File: src/rtl/core/hsvh_pkg.sv
package hsvh_pkg;
  localparam int NumBins = 162;
  localparam int BinW = 8;
  localparam int CountWidthDefault = 24;
  localparam int OutCountW = 24;
  localparam int ChanW = 8;
  localparam logic CmdPixel = 1'b0;
  localparam logic CmdRead = 1'b1;

  typedef struct packed {
    logic       cmd;
    logic [7:0] red;
    logic [7:0] green;
    logic [7:0] blue;
    logic [7:0] read_bin;
  } pix_t;

  typedef struct packed {
    logic [7:0]  bin_index;
    logic [4:0]  hue_bin;
    logic [1:0]  sat_bin;
    logic [1:0]  val_bin;
    logic [23:0] bin_count;
  } res_t;
endpackage

File: src/rtl/core/hsvh_if.sv
interface hsvh_if #(parameter type payload_t = logic) ();
  logic     valid;
  logic     ready;
  payload_t data;
  modport source (output valid, output data, input ready);
  modport sink (input valid, input data, output ready);
endinterface

File: src/rtl/core/hsv_color_histogram_core.sv
// a pixel result passes through the one-step-a-cycle hue divider (one step per hue sector),
// then the memory read and write back states before it is presented
// a read command result goes straight to the memory read and write back states
// one transaction in flight; the next is taken once the result is accepted and the core is idle
// reset is synchronous; a clearing pass over all 162 bins zeroes the histogram memory,
// input is not accepted during it
module hsv_color_histogram_core #(
  parameter int CountWidth = hsvh_pkg::CountWidthDefault
) (
  input logic clk,
  input logic rst,
  hsvh_if.sink   in_ch,
  hsvh_if.source out_ch
);
  import hsvh_pkg::*;

  typedef enum logic [2:0] {ST_CLEAR, ST_IDLE, ST_CLASS, ST_READ, ST_WRITE, ST_OUT} st_t;
  st_t st;

  localparam logic [CountWidth-1:0] CMax = '1;

  logic [BinW-1:0] addr, clr_addr;
  logic            cmd;
  logic            cls_done;
  logic [4:0]      hb;
  logic [1:0]      sb, vb;
  logic            we;
  logic [BinW-1:0] waddr, raddr;
  logic [CountWidth-1:0] wdata, rdata;
  logic            valid_bin;
  res_t            res;

  hsvh_classify u_cls (
    .clk, .rst, .start(st == ST_IDLE && in_ch.valid),
    .red(in_ch.data.red), .green(in_ch.data.green), .blue(in_ch.data.blue),
    .done(cls_done), .hue_bin(hb), .sat_bin(sb), .val_bin(vb)
  );

  hsvh_ram #(.Width(CountWidth), .Depth(NumBins)) u_ram (
    .clk, .we, .waddr, .wdata, .raddr, .rdata
  );

  assign raddr = addr;
  assign in_ch.ready = (st == ST_IDLE);
  assign out_ch.valid = (st == ST_OUT);
  assign out_ch.data = res;

  // write back: clear pass, increment, or clear after read
  always_comb begin
    we = 1'b0;
    waddr = addr;
    wdata = '0;
    unique case (st)
      ST_CLEAR: begin we = 1'b1; waddr = clr_addr; end
      ST_WRITE: begin
        we = (cmd == CmdPixel) || valid_bin;
        wdata = (cmd == CmdPixel) ? ((rdata == CMax) ? rdata : rdata + 1'b1) : '0;
      end
      default: ;
    endcase
  end

  // sequencer
  always_ff @(posedge clk) begin
    if (rst) begin
      st <= ST_CLEAR;
      clr_addr <= '0;
    end else begin
      unique case (st)
        ST_CLEAR: begin
          clr_addr <= clr_addr + 1'b1;
          if (clr_addr == BinW'(NumBins - 1)) st <= ST_IDLE;
        end
        ST_IDLE: if (in_ch.valid) begin
          cmd <= in_ch.data.cmd;
          addr <= in_ch.data.read_bin;
          valid_bin <= in_ch.data.read_bin < BinW'(NumBins);
          st <= (in_ch.data.cmd == CmdPixel) ? ST_CLASS : ST_READ;
        end
        ST_CLASS: if (cls_done) begin
          addr <= BinW'(hb * 9 + sb * 3 + vb);
          res.hue_bin <= hb; res.sat_bin <= sb; res.val_bin <= vb;
          st <= ST_READ;
        end
        ST_READ: st <= ST_WRITE;
        ST_WRITE: begin
          res.bin_index <= addr;
          if (cmd == CmdPixel) begin
            res.bin_count <= OutCountW'((rdata == CMax) ? rdata : rdata + 1'b1);
          end else begin
            res.hue_bin <= '0; res.sat_bin <= '0; res.val_bin <= '0;
            res.bin_count <= valid_bin ? OutCountW'(rdata) : '0;
          end
          st <= ST_OUT;
        end
        ST_OUT: if (out_ch.ready) st <= ST_IDLE;
        default: st <= ST_IDLE;
      endcase
    end
  end

  // no new transaction while a result waits
  a_no_accept_busy: assert property (@(posedge clk) disable iff (rst)
    out_ch.valid |-> !in_ch.ready) else $error("accept while result pending");
  // every pixel result with a nonzero hue bin lands in a real bin
  a_bin_range: assert property (@(posedge clk) disable iff (rst)
    (out_ch.valid && res.hue_bin != 5'd0) |-> res.bin_index < BinW'(NumBins))
    else $error("bin out of range");
  // read command reports zero hue and saturation bin fields
  a_read_zero: assert property (@(posedge clk) disable iff (rst)
    (out_ch.valid && cmd == CmdRead) |-> (res.hue_bin == 5'd0 && res.sat_bin == 2'd0))
    else $error("read result carries bins");
endmodule

File: src/rtl/core/hsvh_ram.sv
module hsvh_ram #(
  parameter int Width = 8,
  parameter int Depth = 16
) (
  input  logic                     clk,
  input  logic                     we,
  input  logic [$clog2(Depth)-1:0] waddr,
  input  logic [Width-1:0]         wdata,
  input  logic [$clog2(Depth)-1:0] raddr,
  output logic [Width-1:0]         rdata
);
  logic [Width-1:0] mem [Depth];

  // one write port, registered read
  always_ff @(posedge clk) begin
    if (we) mem[waddr] <= wdata;
    rdata <= mem[raddr];
  end
endmodule

File: src/rtl/core/hsvh_classify.sv
module hsvh_classify (
  input  logic                 clk,
  input  logic                 start,
  input  logic [7:0]           red,
  input  logic [7:0]           green,
  input  logic [7:0]           blue,
  output logic                 done,
  output logic [4:0]           hue_bin,
  output logic [1:0]           sat_bin,
  output logic [1:0]           val_bin,
  input  logic                 rst
);
  import hsvh_pkg::*;

  logic [7:0]  v, mn, d;
  logic signed [13:0] num_c;
  logic [12:0] num;
  logic [7:0]  dd;
  logic [4:0]  hq;
  logic [1:0]  vb_c;
  logic        grey;
  logic [1:0]  sb_c;
  logic [17:0] sat_l;
  logic [16:0] sat_r;
  logic [4:0]  step;
  logic        busy;

  // max, min and hue numerator in units of d
  always_comb begin
    logic signed [13:0] t;
    t = '0;
    if (blue > green && blue > red) begin
      v = blue; mn = (red > green) ? green : red;
      t = 14'(3 * ($signed({4'b0, red}) - $signed({4'b0, green})));
      d = v - mn;
      t = t + 14'(12 * {4'b0, d});
    end else if (green > red) begin
      v = green; mn = (red > blue) ? blue : red;
      t = 14'(3 * ($signed({4'b0, blue}) - $signed({4'b0, red})));
      d = v - mn;
      t = t + 14'(6 * {4'b0, d});
    end else begin
      v = red; mn = (green > blue) ? blue : green;
      t = 14'(3 * ($signed({4'b0, green}) - $signed({4'b0, blue})));
      d = v - mn;
    end
    if (t < 0) t = t + 14'(18 * {4'b0, d});
    num_c = t;
  end

  // value third by compare
  assign vb_c = (v >= 8'd170) ? 2'd2 : (v >= 8'd85) ? 2'd1 : 2'd0;

  // saturation third: 1000*d vs k*333*v
  always_comb begin
    sat_l = 18'(1000 * {10'b0, d});
    sat_r = 17'(333 * {9'b0, v});
    if (sat_l >= 18'({sat_r, 1'b0})) sb_c = 2'd2;
    else if (sat_l >= 18'(sat_r)) sb_c = 2'd1;
    else sb_c = 2'd0;
  end

  // hue quotient by repeated compare and subtract, one step a cycle
  always_ff @(posedge clk) begin
    if (rst) begin
      busy <= 1'b0;
      done <= 1'b0;
    end else begin
      done <= 1'b0;
      if (start) begin
        grey <= (v == 8'd0) || (d == 8'd0);
        num <= num_c[12:0];
        dd <= d;
        hq <= '0;
        val_bin <= vb_c;
        sat_bin <= ((v == 8'd0) || (d == 8'd0)) ? 2'd0 : sb_c;
        step <= '0;
        busy <= 1'b1;
      end else if (busy) begin
        if (grey || num < {5'b0, dd} || step == 5'd17) begin
          hue_bin <= grey ? 5'd0 : hq;
          busy <= 1'b0;
          done <= 1'b1;
        end else begin
          num <= num - {5'b0, dd};
          hq <= hq + 5'd1;
          step <= step + 5'd1;
        end
      end
    end
  end
endmodule

File: src/flat_wrapper.sv
// flat-port wrapper written by rule: the top's interface ports become plain ports
module hsv_color_histogram_core_flat import hsvh_pkg::*;
#(
  parameter int CountWidth = hsvh_pkg::CountWidthDefault
)
  (clk, rst, in_ch_valid, in_ch_data, in_ch_ready, out_ch_valid, out_ch_data, out_ch_ready);
  hsvh_if #(.payload_t(pix_t)) in_ch_i ();
  hsvh_if #(.payload_t(res_t)) out_ch_i ();
  input logic clk;
  input logic rst;
  input wire logic [$bits(in_ch_i.valid)-1:0] in_ch_valid;
  input wire logic [$bits(in_ch_i.data)-1:0] in_ch_data;
  output wire logic [$bits(in_ch_i.ready)-1:0] in_ch_ready;
  output wire logic [$bits(out_ch_i.valid)-1:0] out_ch_valid;
  output wire logic [$bits(out_ch_i.data)-1:0] out_ch_data;
  input wire logic [$bits(out_ch_i.ready)-1:0] out_ch_ready;
  assign in_ch_i.valid = in_ch_valid;
  assign in_ch_i.data = in_ch_data;
  assign in_ch_ready = in_ch_i.ready;
  assign out_ch_valid = out_ch_i.valid;
  assign out_ch_data = out_ch_i.data;
  assign out_ch_i.ready = out_ch_ready;
  hsv_color_histogram_core #(.CountWidth(CountWidth)) u_core (.clk(clk), .rst(rst), .in_ch(in_ch_i), .out_ch(out_ch_i));
endmodule
File: config.mk
export PLATFORM = sky130hd
export DESIGN_NAME = hsv_color_histogram_core_flat
export DESIGN_NICKNAME = d
export VERILOG_FILES = /design/src/rtl/core/hsvh_pkg.sv /design/src/rtl/core/hsvh_if.sv /design/src/rtl/core/hsv_color_histogram_core.sv /design/src/rtl/core/hsvh_ram.sv /design/src/rtl/core/hsvh_classify.sv /design/src/flat_wrapper.sv
export SDC_FILE = /design/constraint.sdc
export NUM_CORES = 2
export LEC_CHECK = 0
export BUFFER_PORTS_ARGS = -buffer_cell sky130_fd_sc_hd__buf_2
export CAP_MARGIN = 10
export CORE_UTILIZATION = 45
export DETAILED_ROUTE_END_ITERATION = 12
export PLACE_DENSITY = 0.58
export SLEW_MARGIN = 20
export SYNTH_ARGS = -nofsm -noshare
export SYNTH_HDL_FRONTEND = slang
export SYNTH_SLANG_ARGS = --single-unit
File: constraint.sdc
create_clock -name clk -period 17.3 [get_ports clk]
set_input_delay 2.595 -clock clk [delete_from_list [all_inputs] [get_ports clk]]
set_output_delay 2.595 -clock clk [all_outputs]
set_load 0.005 [all_outputs]
==> results.sh <==
export IMPL_status="complete, no violations"
export IMPL_cp_slowest_stage_delay_ns=0.53
export IMPL_post_cts_buffers=0
export IMPL_clkTransAtPathRegs_ns=0.06
export IMPL_area_growth_pct=13.46
export IMPL_seq_area_mm2=0.1203
export IMPL_drc=0
export IMPL_gr_total_overflow=0
export IMPL_antenna_found_initial=26
export IMPL_clock_sinks=4017
export IMPL_rsz0062_at_grt="no"
export IMPL_drt_vias_per_instance=6.074
export IMPL_hold_depth=2
export IMPL_synth_cell_types=72
export IMPL_path_class="input port to register"
export IMPL_crit_path_max_fanout=10
export IMPL_max_slew_margin=0.2124
export IMPL_yosys_area_top_type="edfxtp_1"
export IMPL_drt_wl_total_um=436000
export IMPL_post_route_period_util=0.6421
export IMPL_first_pass_iters=6
export IMPL_dp_hpwl_um=250800
export IMPL_die_area_mm2=0.3666
export IMPL_yosys_most_used_dff="edfxtp_1"
export IMPL_start_util=0.4521
export IMPL_port_buffer_count=79
export IMPL_drt_initial_drc_count=9112
export IMPL_timing_worst_slew_pin_value_ns=1.179
export IMPL_grt_pass1_vias=81330
export IMPL_reg2regPathDepth=9
export IMPL_synth_seq_cells=4017
export IMPL_wl_per_cell_um=33.09
export IMPL_io_pins=80
export IMPL_whs_ns=0.5689
export IMPL_ir_drop_uv=333.3
export IMPL_async_flop_share=0
export IMPL_dr_total_vias=80050
export IMPL_crit_path_end_kind="register"
export IMPL_p_leak_nw=50.12
export IMPL_final_max_slew_viol_count=0
export IMPL_critPathSlowestCell="xor2_1"
export IMPL_synth_cells=7634
export IMPL_cts_buffer_depth=4
export IMPL_reg2reg_slack_ns=11.28
export IMPL_grt_usage=0.2383
export IMPL_cp_common_cell="o21ai_0"
export IMPL_gp_congestion=0.8379
export IMPL_grt_max_degree=131
export IMPL_n_fill_cell=28260
export IMPL_layout_drive_gt1_share=0.2822
export IMPL_reg2reg_to="u_core.u_ram.rdata[20]"
export IMPL_fin_tns_setup_ns=0
export IMPL_cts_resized=0
export IMPL_postRouteAntennaNets=0
export IMPL_finalSetupViolations=0
export IMPL_postSynthAreaPerCell_um2=21.47
export IMPL_synth_area_leaders="edfxtp_1 73%, mux4_2 17%, ha_1 2.2%, nor2_1 0.75%, fa_1 0.75%"
export IMPL_ys_warn_count=0
export IMPL_hold_buffers=0
export IMPL_maxCapViolations=0
export IMPL_multiInputGateArea_mm2=0.04274
export IMPL_clockRootBuffer="clkbuf_16"
export IMPL_hold_viol_final=0
export IMPL_nets=8424
export IMPL_cts_max_level=5
export IMPL_core_mm2=0.3625
export IMPL_max_freq_ghz=0.09002
export IMPL_pwr_density_cell_mw_per_mm2=146.4
export IMPL_syn_area_mm2=0.1639
export IMPL_period_needed_ns=11.11
export IMPL_fin_skew_ns=0.09222
export IMPL_hp_class="register to register"
export IMPL_power_total_mw=27.22
export IMPL_timing_rr_start="u_core.addr[0]"
export IMPL_yosysSeqAreaShare=0.7337
export IMPL_cp_arrival_ns=11.84
export IMPL_cts_buffers=413
export IMPL_critical_path_required_ns=18.03
export IMPL_grt_pass1_wl_um=616300
export IMPL_synth_nets=8024
export IMPL_synth_edf_count=3980
export IMPL_critPathCapture="u_core.u_cls.sat_bin[0]"
export IMPL_final_core_util=0.5130
export IMPL_crit_path_start_kind="input port"
export IMPL_yosysTopAreaCellShare=0.7292
export IMPL_cts_tree="done"
export IMPL_die_x_um=605.5
export IMPL_rows=221
export IMPL_die_h_um=605.5
export IMPL_clock_latency_ns=0.99
export IMPL_critPathLaunch="in_ch_data[17]"
## cell usage after synthesis (19+ instances only)
master    number
ha_1         292
edfxtp_1    3980
a21o_1        37
clkbuf_1     210
nor2_1       328
nor3_1        36
xor2_1        56
o21ai_0      134
nor2b_1       31
inv_1        203
xnor2_1       83
a21oi_1      109
mux2i_1       80
dfxtp_1       37
fa_1          61
nand3b_1      19
nand2_1      186
buf_2        109
o21ai_1       29
or3_1         19
buf_1         32
nand3_1       59
o211ai_1      33
mux4_2      1244
o21a_1        34
## logic make-up (layout without fill, tap and decap cells)
logic type      after synthesis  in the layout  share of synthesized area
flops                      4017           4017                     0.7337
mux                        1333           1333                     0.1764
simple gates                753            753                    0.02065
buf+inv                     561           1303                    0.01400
compound gates              477            477                    0.01796
fa+ha+maj                   354            354                    0.02980
xor+xnor                    139            139                   0.007428
other cells                   0              9                          0
## critical path, delay by kind of cell
kind            cells  cell delay [ns]
xor+xnor            1             0.53
compound gates     17             3.37
buf+inv             5             0.69
simple gates        8             1.36
fa+ha+maj           9             3.27
## area by class of cell
type,instances,area share
clock inverter,251,0.01276
antenna,9,0.0001211
inverter,203,0.004098
tap,4794,0.03226
multi-input combinational,3056,0.2298
sequential,4017,0.6467
clock buffer,506,0.05802
timing repair buffer,343,0.01625
## stage by stage
stage	instances	cell area, um^2	worst slack [ns]
4_1_cts	13150	185500	6.262
2_1_floorplan	7634	163900	6.727
5_1_grt	13170	185900	5.389
3_5_place_dp	12400	172300	5.308
6_report	13180	186000	6.191
3_3_place_gp	12390	172100	5.289
## power breakdown
part / leakage [nW] / internal, mW / switching (mW) / total (mW)
clock: 6.41 / 4.97 / 3.73 / 8.70
combinational: 14.6 / 3.04 / 4.51 / 7.55
sequential: 29.1 / 10.9 / 0.0907 / 11.0
total: 50.1 / 18.9 / 8.33 / 27.2
## layer usage
metal / wire (um) / vias up / global-route usage
li1: - / 32680 / -
met1: 182900 / 43770 / 0.3427
met2: 210000 / 3000 / 0.3826
met3: 30350 / 590 / 0.03513
met4: 12810 / 6 / 0.06553
met5: 34 / - / 0
## how the worst min path moves through the flow
stage,slack [ns],endpoint,from
final,0.57,u_core.u_cls.busy,u_core.u_cls.busy
after global routing,0.61,u_core.u_cls.done,u_core.u_cls.busy
after CTS,0.57,u_core.u_cls.busy,u_core.u_cls.busy
after detailed placement,0.56,u_core.u_cls.busy,u_core.u_cls.busy
after global placement,0.54,u_core.u_cls.busy,u_core.u_cls.busy
after floorplan,0.42,u_core.out_ch.data[33],u_core.addr[0]
## sequential cells by signal, summed over array words and instances, names as in the netlist
register and cells:
u_core.cmd 1, u_core.out_ch.data 41, u_core.u_cls.hq 5, u_core.addr 8
u_core.u_cls.dd 8, u_core.u_cls.sat_bin 2, u_core.u_cls.grey 1, u_core.valid_bin 1
u_core.st 3, u_core.u_cls.busy 1, u_core.u_ram.mem 3888, u_core.u_cls.done 1
u_core.clr_addr 8, u_core.u_cls.step 5, u_core.u_cls.val_bin 2, u_core.u_cls.hue_bin 5
u_core.u_ram.rdata 24, u_core.u_cls.num 13
## placed cells by master, fill, tap and decap left out, types with 61 or more instances in the layout
master / synthesis / routed
o21ai_0: 134 / 134
clkinv_2: 0 / 68
mux4_2: 1244 / 1244
mux2i_1: 80 / 80
ha_1: 292 / 292
clkinv_1: 0 / 113
nand2_1: 186 / 183
nor2_4: 0 / 172
edfxtp_1: 3980 / 3980
xnor2_1: 83 / 83
nor2_1: 328 / 141
buf_2: 109 / 79
clkbuf_16: 0 / 418
a21oi_1: 109 / 109
clkbuf_1: 210 / 88
buf_4: 0 / 220
inv_1: 203 / 203
fa_1: 61 / 61
(Power assumes the default switching activity.)
